[config.mk]
export PLATFORM = sky130hd
export DESIGN_NAME = fm_flux_interval_bit_decoder
export DESIGN_NICKNAME = d
export VERILOG_FILES = /design/src/design/fmfd_pkg.sv /design/src/design/fmfd_classify.sv /design/src/design/fm_flux_interval_bit_decoder.sv
export SDC_FILE = /design/constraint.sdc
export NUM_CORES = 1
export LEC_CHECK = 0
export ABC_AREA = 1
export BUFFER_PORTS_ARGS = -buffer_cell sky130_fd_sc_hd__buf_2
export CORE_ASPECT_RATIO = 0.9
export CORE_MARGIN = 1
export CORE_UTILIZATION = 32
export CTS_CLUSTER_SIZE = 12
export DETAILED_ROUTE_END_ITERATION = 7
export PLACE_DENSITY = 0.59
export SKIP_CTS_REPAIR_TIMING = 1
export SYNTH_ARGS = -nofsm -noshare
export SYNTH_HDL_FRONTEND = slang
export SYNTH_SLANG_ARGS = --single-unit
[constraint.sdc]
create_clock -name clock -period 8.3 [get_ports clock]
set_input_delay 0.415 -clock clock [delete_from_list [all_inputs] [get_ports clock]]
set_output_delay 0.415 -clock clock [all_outputs]
set_load 0.02 [all_outputs]
[src/design/fmfd_pkg.sv]
`timescale 1ns / 1ps

package fmfd_pkg;

   // Outcome of one flux interval
   localparam logic [1:0] BIT_ZERO    = 2'd0;
   localparam logic [1:0] BIT_ONE     = 2'd1;
   localparam logic [1:0] BIT_NONE    = 2'd2;
   localparam logic [1:0] BIT_GARBAGE = 2'd3;

   localparam logic [8:0] SUM_MAX           = 9'd511;
   localparam logic [3:0] BYTE_BITS         = 4'd8;
   localparam logic [7:0] CELL_PERIOD_RESET = 8'd64;

   localparam logic STATUS_BYTE      = 1'b0;
   localparam logic STATUS_LOCK_LOST = 1'b1;

   typedef struct packed {
      logic [1:0] code;
      logic       in_short;
      logic [8:0] short_sum;
   } cls_type;

endpackage

[src/design/fmfd_classify.sv]
`timescale 1ns / 1ps

module fmfd_classify (
   input  logic [7:0]       cell_period,
   input  logic [7:0]       interval,
   input  logic             in_short,
   input  logic [8:0]       short_sum,
   output fmfd_pkg::cls_type cls
);

   logic [9:0] triple;
   logic [5:0] p0;
   logic [7:0] p1;
   logic [8:0] p2;
   logic [9:0] sum_raw;
   logic [8:0] sum_sat;

   // 3c = c + 2c; thresholds are plain shifts of it
   assign triple  = {2'b00, cell_period} + {1'b0, cell_period, 1'b0};
   assign p0      = cell_period[7:2];
   assign p1      = triple[9:2];
   assign p2      = triple[9:1];
   assign sum_raw = {1'b0, short_sum} + {2'b00, interval};
   assign sum_sat = sum_raw[9] ? fmfd_pkg::SUM_MAX : sum_raw[8:0];

   always_comb begin
      cls.code      = fmfd_pkg::BIT_NONE;
      cls.in_short  = in_short;
      cls.short_sum = short_sum;
      if (in_short) begin
         if (sum_sat < {1'b0, p1}) begin
            cls.short_sum = sum_sat;
         end else begin
            cls.in_short  = 1'b0;
            cls.short_sum = 9'd0;
            cls.code      = (sum_sat > p2) ? fmfd_pkg::BIT_GARBAGE : fmfd_pkg::BIT_ONE;
         end
      end else if (interval < {2'b00, p0} || {1'b0, interval} > p2) begin
         cls.code = fmfd_pkg::BIT_GARBAGE;
      end else if (interval < p1) begin
         // short interval opens a sum
         cls.in_short  = 1'b1;
         cls.short_sum = {1'b0, interval};
      end else begin
         cls.code = fmfd_pkg::BIT_ZERO;
      end
   end

endmodule

[src/design/fm_flux_interval_bit_decoder.sv]
`timescale 1ns / 1ps

// FM flux interval decoder: one flux interval per item in, bytes out.
// An accepted item is registered in the input stage; any result it yields then
// loads the result register and is offered on rsp. Throughput: one item per
// cycle while rsp is not stalled; the decode step is a single compare/shift pass.
// Reset (synchronous, active high) empties both stages, drops lock and sets
// cell_period to 64 ticks.
module fm_flux_interval_bit_decoder (
   input  logic       clock,
   input  logic       reset,
   // config write: cell_period
   input  logic       csr_valid,
   output logic       csr_ready,
   input  logic [7:0] csr_data,      // [7:0] cell_period
   // flux intervals in
   input  logic       req_tvalid,
   output logic       req_tready,
   input  logic [7:0] req_tdata,     // [7:0] interval
   input  logic       req_tlast,     // last_of_track
   // decoded bytes out
   output logic       rsp_tvalid,
   input  logic       rsp_tready,
   output logic [7:0] rsp_tdata,     // [7:0] data_byte
   output logic       rsp_tuser      // [0] status
);

   logic [7:0] cell_period_ff;

   // input stage
   logic       s1_valid_ff, s1_valid_in;
   logic [7:0] s1_interval_ff;
   logic       s1_last_ff;

   // decoder state
   logic [7:0] shift_bits_ff, shift_bits_in;
   logic [3:0] bits_held_ff, bits_held_in;
   logic       locked_ff, locked_in;
   logic [8:0] short_sum_ff, short_sum_in;
   logic       in_short_ff, in_short_in;

   // result register
   logic       rsp_valid_ff, rsp_valid_in;
   logic [7:0] rsp_data_ff, rsp_data_in;
   logic       rsp_status_ff, rsp_status_in;

   logic       s1_advance, s1_fire, req_fire;
   logic       has_result;
   logic [3:0] held_next;
   logic [7:0] shifted;
   fmfd_pkg::cls_type cls;

   assign csr_ready = 1'b1;

   // output slot frees when empty or being taken this cycle
   assign s1_advance = !rsp_valid_ff || rsp_tready;
   assign s1_fire    = s1_valid_ff && s1_advance;
   assign req_tready = !s1_valid_ff || s1_advance;
   assign req_fire   = req_tvalid && req_tready;

   fmfd_classify u_classify (
      .cell_period  (cell_period_ff),
      .interval     (s1_interval_ff),
      .in_short     (in_short_ff),
      .short_sum    (short_sum_ff),
      .cls          (cls)
   );

   assign held_next = bits_held_ff + 4'd1;
   assign shifted   = {shift_bits_ff[6:0], (cls.code == fmfd_pkg::BIT_ONE)};

   always_comb begin
      shift_bits_in = shift_bits_ff;
      bits_held_in  = bits_held_ff;
      locked_in     = locked_ff;
      short_sum_in  = short_sum_ff;
      in_short_in   = in_short_ff;
      has_result    = 1'b0;
      rsp_data_in   = rsp_data_ff;
      rsp_status_in = rsp_status_ff;

      if (s1_fire) begin
         short_sum_in = cls.short_sum;
         in_short_in  = cls.in_short;
         case (cls.code)
            fmfd_pkg::BIT_GARBAGE: begin
               // lock lost mid-byte reports the discard
               if (locked_ff && bits_held_ff != 4'd0) begin
                  has_result    = 1'b1;
                  rsp_data_in   = 8'd0;
                  rsp_status_in = fmfd_pkg::STATUS_LOCK_LOST;
               end
               locked_in     = 1'b0;
               bits_held_in  = 4'd0;
               shift_bits_in = 8'd0;
            end
            fmfd_pkg::BIT_ZERO, fmfd_pkg::BIT_ONE: begin
               if (!locked_ff) begin
                  // hunting: a 1 starts the byte
                  if (cls.code == fmfd_pkg::BIT_ONE) begin
                     locked_in     = 1'b1;
                     shift_bits_in = 8'd1;
                     bits_held_in  = 4'd1;
                  end
               end else begin
                  shift_bits_in = shifted;
                  bits_held_in  = held_next;
                  if (held_next >= fmfd_pkg::BYTE_BITS) begin
                     has_result    = 1'b1;
                     rsp_data_in   = shifted;
                     rsp_status_in = fmfd_pkg::STATUS_BYTE;
                     bits_held_in  = 4'd0;
                  end
               end
            end
            default: begin
            end
         endcase

         if (s1_last_ff) begin
            shift_bits_in = 8'd0;
            bits_held_in  = 4'd0;
            locked_in     = 1'b0;
            short_sum_in  = 9'd0;
            in_short_in   = 1'b0;
         end
      end
   end

   always_comb begin
      if (req_fire) begin
         s1_valid_in = 1'b1;
      end else if (s1_fire) begin
         s1_valid_in = 1'b0;
      end else begin
         s1_valid_in = s1_valid_ff;
      end
      rsp_valid_in = s1_advance ? (s1_fire && has_result) : rsp_valid_ff;
   end

   always_ff @(posedge clock) begin
      if (reset) begin
         cell_period_ff <= fmfd_pkg::CELL_PERIOD_RESET;
         s1_valid_ff    <= 1'b0;
         shift_bits_ff  <= 8'd0;
         bits_held_ff   <= 4'd0;
         locked_ff      <= 1'b0;
         short_sum_ff   <= 9'd0;
         in_short_ff    <= 1'b0;
         rsp_valid_ff   <= 1'b0;
      end else begin
         if (csr_valid && csr_ready) begin
            cell_period_ff <= csr_data;
         end
         s1_valid_ff   <= s1_valid_in;
         shift_bits_ff <= shift_bits_in;
         bits_held_ff  <= bits_held_in;
         locked_ff     <= locked_in;
         short_sum_ff  <= short_sum_in;
         in_short_ff   <= in_short_in;
         rsp_valid_ff  <= rsp_valid_in;
      end
   end

   always_ff @(posedge clock) begin
      if (req_fire) begin
         s1_interval_ff <= req_tdata;
         s1_last_ff     <= req_tlast;
      end
      if (s1_fire && has_result) begin
         rsp_data_ff   <= rsp_data_in;
         rsp_status_ff <= rsp_status_in;
      end
   end

   assign rsp_tvalid = rsp_valid_ff;
   assign rsp_tdata  = rsp_data_ff;
   assign rsp_tuser  = rsp_status_ff;

`ifndef SYNTH
   // a full byte always empties the bit counter
   a_held_below_byte: assert property (@(posedge clock) disable iff (reset)
      bits_held_ff < fmfd_pkg::BYTE_BITS)
      else $error("bits_held reached a full byte");

   a_hunting_empty: assert property (@(posedge clock) disable iff (reset)
      !locked_ff |-> (bits_held_ff == 4'd0 && shift_bits_ff == 8'd0))
      else $error("bits held while hunting");

   a_sum_idle_zero: assert property (@(posedge clock) disable iff (reset)
      !in_short_ff |-> short_sum_ff == 9'd0)
      else $error("short sum left over outside a short run");

   a_lock_lost_zero: assert property (@(posedge clock) disable iff (reset)
      (rsp_valid_ff && rsp_status_ff == fmfd_pkg::STATUS_LOCK_LOST) |-> rsp_data_ff == 8'd0)
      else $error("lock-lost item carries data");

   a_result_needs_item: assert property (@(posedge clock) disable iff (reset)
      $rose(rsp_valid_ff) |-> $past(s1_valid_ff))
      else $error("result with no item in the input stage");
`endif

endmodule
Word-level counts from Yosys, hierarchy flattened
Index checks and enable logic that the tools add are counted.
W data, S select, Z words.
{"block": "word_totals", "regBits": 50, "in_bits": 22}
{"block": "classes", "addsub": 3, "magnitude_cmp": 6, "n_eq_ne": 7, "mux": 39, "reduce_logical": 20}
{"op": "$mux W9", "count": 3}
{"op": "$mux W8", "count": 3}
{"op": "$mux W7", "count": 3}
{"op": "$mux W10", "count": 2}
{"op": "$mux W4", "count": 4}
{"op": "$pmux W8 S2", "count": 1}
{"op": "$pmux W7 S2", "count": 1}
{"op": "$mux W1", "count": 13}
{"op": "$mux W12", "count": 1}
{"op": "$add A8 B9 Y10", "count": 1}
{"op": "$add A9 B8 Y10", "count": 1}
{"op": "$gt A8 B9 Y1", "count": 1}
{"op": "$gt A9 B9 Y1", "count": 1}
{"op": "$lt A9 B8 Y1", "count": 1}
{"op": "$lt A8 B6 Y1", "count": 1}
{"op": "$lt A8 B8 Y1", "count": 1}
{"op": "$pmux W4 S2", "count": 1}
{"op": "$mux W2", "count": 3}
{"op": "$ne A2 B2 Y1 const B", "count": 3}
{"op": "$pmux W1 S2", "count": 3}
{"op": "$reduce_and A3 Y1", "count": 2}
{"op": "$reduce_and A6 Y1", "count": 1}
{"op": "$reduce_bool A3 Y1", "count": 2}
{"op": "$add A4 B1 Y4 const B", "count": 1}
{"op": "14 further kinds", "count": 21}

Depth between registers and ports, before layout
{"block": "depth", "depth_word": 12, "ltp_mapped": 24}

Cells and area by module
Synthesis repeated with hierarchy kept, for this count alone.
{"block": "unflattened", "cells_unflattened": 564, "hier_area_um2": 4040.1}
{"module": "fmfd_classify", "instances": 1, "cells_each": 339, "area_per_inst_um2": 2068.2, "seq_area_each_um2": 0.0}
{"module": "fm_flux_interval_bit_decoder", "instances": 1, "cells_each": 225, "area_per_inst_um2": 1971.9, "seq_area_each_um2": 1181.1}

Worst setup path after synthesis
OpenSTA, ideal clock, no wires.
{"block": "synth_timing", "kind": "register to register", "from": "reg s1_interval_ff[4]", "to": "reg rsp_data_ff[0], in the netlist rsp_tdata[0] (enable)", "setup_time_ps": 329, "arrival_time_ps": 3112, "slack_ps": 4859, "stages_incl_launch_ff": 17, "synth_period_minus_slack_ps": 3441, "path_cell_list": "edfxtp_1 -> ha_1 -> a21oi_1 -> nand2_2 -> nand2_1 -> and2_4 -> inv_1 -> or2_2 -> ha_1 -> nand2_1 -> o41ai_1 -> nand3_2 -> nand2_2 -> nand2_1 -> nand2_1 -> nand2_1 -> inv_1"}
{"block": "synth_between", "elab_chain_len": 12}
{"item": "start: declaration", "line_no": "fm_flux_interval_bit_decoder.sv:32", "rtl": "logic [7:0] s1_interval_ff;"}
{"item": "start signal: assignment", "line_no": "fm_flux_interval_bit_decoder.sv:167", "rtl": "s1_interval_ff <= req_tdata;"}
{"item": "$add A9 B8 Y10", "line_no": "fmfd_classify.sv:23", "rtl": "assign sum_raw = {1'b0, short_sum} + {2'b00, interval};"}
{"item": "$mux W9", "line_no": "fmfd_classify.sv:24", "rtl": "assign sum_sat = sum_raw[9] ? fmfd_pkg::SUM_MAX : sum_raw[8:0];"}
{"item": "$gt A9 B9 Y1", "line_no": "fmfd_classify.sv:36", "rtl": "cls.code = (sum_sat > p2) ? fmfd_pkg::BIT_GARBAGE : fmfd_pkg::BIT_ONE;"}
{"item": "$mux W2", "line_no": "fmfd_classify.sv:36"}
{"item": "$mux W3", "line_no": "fmfd_classify.sv:31", "rtl": "if (sum_sat < {1'b0, p1}) begin"}
{"item": "$mux W12 *", "line_no": "fmfd_classify.sv:30", "rtl": "if (in_short) begin"}
{"item": "$eq A2 B1 Y1 or $logic_not A2 Y1 (tied branches)", "line_no": "fm_flux_interval_bit_decoder.sv:85", "rtl": "case (cls.code)"}
{"item": "$reduce_or A2 Y1", "line_no": "fm_flux_interval_bit_decoder.sv:85"}
{"item": "$pmux W1 S2", "line_no": "fm_flux_interval_bit_decoder.sv:85"}
{"item": "$mux W1", "line_no": "fm_flux_interval_bit_decoder.sv:82", "rtl": "if (s1_fire) begin"}
{"item": "$logic_and A1 B1 Y1", "line_no": "fm_flux_interval_bit_decoder.sv:170", "rtl": "if (s1_fire && has_result) begin"}
{"item": "$reduce_and A6 Y1 (no source line) *"}
{"item": "end signal: assignment", "line_no": "fm_flux_interval_bit_decoder.sv:171", "rtl": "rsp_data_ff <= rsp_data_in;"}
{"item": "end: declaration", "line_no": "fm_flux_interval_bit_decoder.sv:44", "rtl": "logic [7:0] rsp_data_ff, rsp_data_in;"}
Every way passes the cells marked *; elsewhere a longest branch is shown, timed or not.
A chain may end at the register's enable or synchronous reset.

Final worst setup path
{"block": "layout_timing", "from": "reg s1_interval_ff[6]", "to": "reg rsp_data_ff[5], in the netlist rsp_tdata[5] (enable)"}
Same word-level chain as after synthesis.

==> results.yml <==
worst_setup_path:
  cp_cell_sequence: "ha_1, nand2_1, nand2_1, a22oi_1, and2_4, inv_1, a21oi_1, o21ai_0, ha_1, nand2_1, o41ai_1, nand3_2, nand2_2, nand2_1, nand2_1, nand2_1, inv_1"
  path_common_cell: "nand2_1"
  critPathBufInv: 2
  cp_top_family: "simple AND/OR/NAND/NOR gates"
  critical-path-max-stage-delay_ns: 0.55
  crit_path_end_kind: "flip-flop"
  worst_ep_required_time_ns: 8.26
  worstSetupStartpointType: "flip-flop"
  slowest_stage: "o41ai_1"
  critical_path_class: "reg -> reg"
  cp.arrival_ns: 3.97
  crit_fanout: 9
cells_and_area:
  fin_nets: 595
  fin_util: 0.374
  diodes: 0
  design_area_um2: 4130
  layout-drive-gt1-share: 0.124
  fill_cells: 1157
  syn2layout_area_growth_pct: 11.9
  multi_input_area_um2: 2220
  area.sequential_um2: 1180
timing:
  final-setup-viol-count: 0
  skew_ns: 0.00510
  timing.final.crit_share: 0.482
  rsz0062_at_grt: "no"
  finalSetupTns_ns: 0
  tightestPinTransition_ns: 0.661
  period_minus_slack_ns: 4.00
  setup_ws_ns: 4.30
  hold_violations: 0
  maxSlewHeadroom: 0.559
  max_freq_ghz: 0.250
  final_max_slew_viol_count: 0
synthesis:
  async_reset_ff_frac: 0
  synth-seq-cells: 50
  avgSynthCellArea_um2: 7.58
  syn_inst: 487
  yosysSeqAreaShare: 0.320
  synthesis.area_um2: 3690
  synth_nets: 565
  ys_types: 44
  yosysWarnings: 0
  ys.flop_type: "dfxtp_1"
  synth_edf_count: 18
pwr:
  finalPower_w: 0.000692
  power_switching_w: 0.000236
  powerDensity_nw_per_um2: 167
  cellInternalPower_w: 0.000456
  p_sw_frac: 0.341
  seq_power_share: 0.401
  leakage_nw: 2.05
  clockPowerShare: 0.298
  ir_worst_vdd_mv: 0.0910
  power_frac_comb: 0.301
clock_network:
  cts_buffers: 5
  htree_levels: 2
  clock_path_buffers: 2
  clock-root-buffer: "clkbuf_16"
  cts.sinks: 50
  clkTransAtPathRegs_ns: 0.07
  cts_tree: "done"
  clk_latency_ns: 0.29
routing:
  vias: 3185
  dr.pass1.iters: 4
  wl_per_cell_um: 12.8
  antenna_violating_nets_post_route: 0
  drc: 0
  dr.first_iter.drc_count: 191
  wirelength_um: 8600
  via_per_inst: 4.75
floorplanning:
  die_height_um: 104
  start_util: 0.335
  core.rowCount: 36
  floorplan.die_area_um2: 12000
  die_w_um: 115
  pin_count: 34
  core-area_um2: 11000
global_routing:
  overflow: 0
  grt_util_all_layers: 0.157
  grt_pass1_wl_um: 14800
  grt_max_degree: 22
  antenna_found_initial: 0
  grt_pass1_vias: 3055
place:
  dpl_cell_area_um2: 3990
  dp_slack_ns: 4.26
  io_buffers: 32
  globalplace.congestion: 0.854
  place_hpwl_um: 6890
flow_run:
  maxCapViolCount: 0
min_path:
  hp-class: "in -> reg"
status:
  outcome: "completed"
-- metrics by stage --
step	cells	hold WS, ns
after detailed placement	662	0.469
after global placement	662	0.461
after CTS	670	0.291
after floorplan	487	0.449
after global routing	670	0.289
final	670	0.294
-- synthesized netlist by cell type, types with 2 or more instances --
library cell	number	area (um^2)
a21oi_1	47	235
nand3_4	3	52.6
nand3b_1	2	15.0
xnor2_1	2	17.5
a31oi_1	2	12.5
nand2_1	116	435
nand4_1	4	25.0
nand3_2	2	20.0
inv_1	60	225
fa_1	2	40.0
inv_2	2	7.51
xor2_1	5	43.8
o21ai_2	2	17.5
edfxtp_1	18	541
o21ai_0	18	90.1
nand2_2	4	25.0
dfxtp_1	32	641
nor2_4	2	22.5
or2_2	4	25.0
nor2_1	54	203
nand3_1	26	130
clkbuf_1	4	15.0
ha_1	54	676
buf_6	2	22.5
-- cells in the final DEF, fill, tap and decap left out, drive strengths merged, types with 2 or more instances in the layout --
master	n
dfxtp	32
nand4	4
xnor2	2
fa	2
ha	54
xor2	5
nand2	121
inv	63
clkbuf	6
nand3	31
a21oi	48
nor2	56
clkinv	2
nand3b	2
o21ai	20
or2	4
a31oi	2
buf	32
edfxtp	18
-- power groups by stage --
stage	registers, W	clock network (W)	logic, W
floorplan	0.000279	0	0.000158
global placement	0.000283	0	0.000202
detailed placement	0.000283	0	0.000207
global route	0.000280	0.000224	0.000240
finish	0.000278	0.000206	0.000208
CTS	0.000278	0.000212	0.000208
-- cells by family after synthesis --
group                      Yosys count  synth area share
AOI/OAI and AO/OA                   79             0.119
xor gates and xnor gates             7            0.0166
adders and majority gates           56             0.194
buffers and inverters               72            0.0786
DFF                                 50             0.320
muxes                                1           0.00305
other                                1           0.00102
and+or+nand+nor                    221             0.268
-- cell type report --
type | count | share of cell area
Tap cell | 152 | 0.0460
Inverter | 63 | 0.0572
Clock inverter | 2 | 0.00333
Timing Repair Buffer | 32 | 0.0388
Clock buffer | 6 | 0.0312
Multi-Input combinational cell | 365 | 0.538
Sequential cell | 50 | 0.286
-- per-layer routing --
metal	up-vias	routed length, um	GRT usage
li1	1664	-	-
met1	1453	4300	0.221
met2	57	3750	0.244
met3	11	403	0.0274
met4	0	146	0.0473
met5	-	0	0
-- registers in the layout, summed over array words and instances (netlist names) --
register	flops
bits_held_ff	4
s1_valid_ff	1
rsp_tvalid	1
short_sum_ff	9
shift_bits_ff	7
locked_ff	1
cell_period_ff	8
rsp_tdata	8
in_short_ff	1
rsp_tuser	1
s1_last_ff	1
s1_interval_ff	8
-- path summary, 6_finish.rpt --
| kind | start | endpoint | slack [ns] | cells after the start |
|---|---|---|---|---|
| worst min-delay path | req_tdata[6] | s1_interval_ff[6] | 0.29 | 1 |
| worst min register to register | short_sum_ff[3] | short_sum_ff[3] | 0.48 | 2 |
| worst max register to register | s1_interval_ff[6] | rsp_tdata[5] | 4.30 | 17 |
| worst max-delay path | s1_interval_ff[6] | rsp_tdata[5] | 4.30 | 17 |
(Power assumes the default switching activity.)
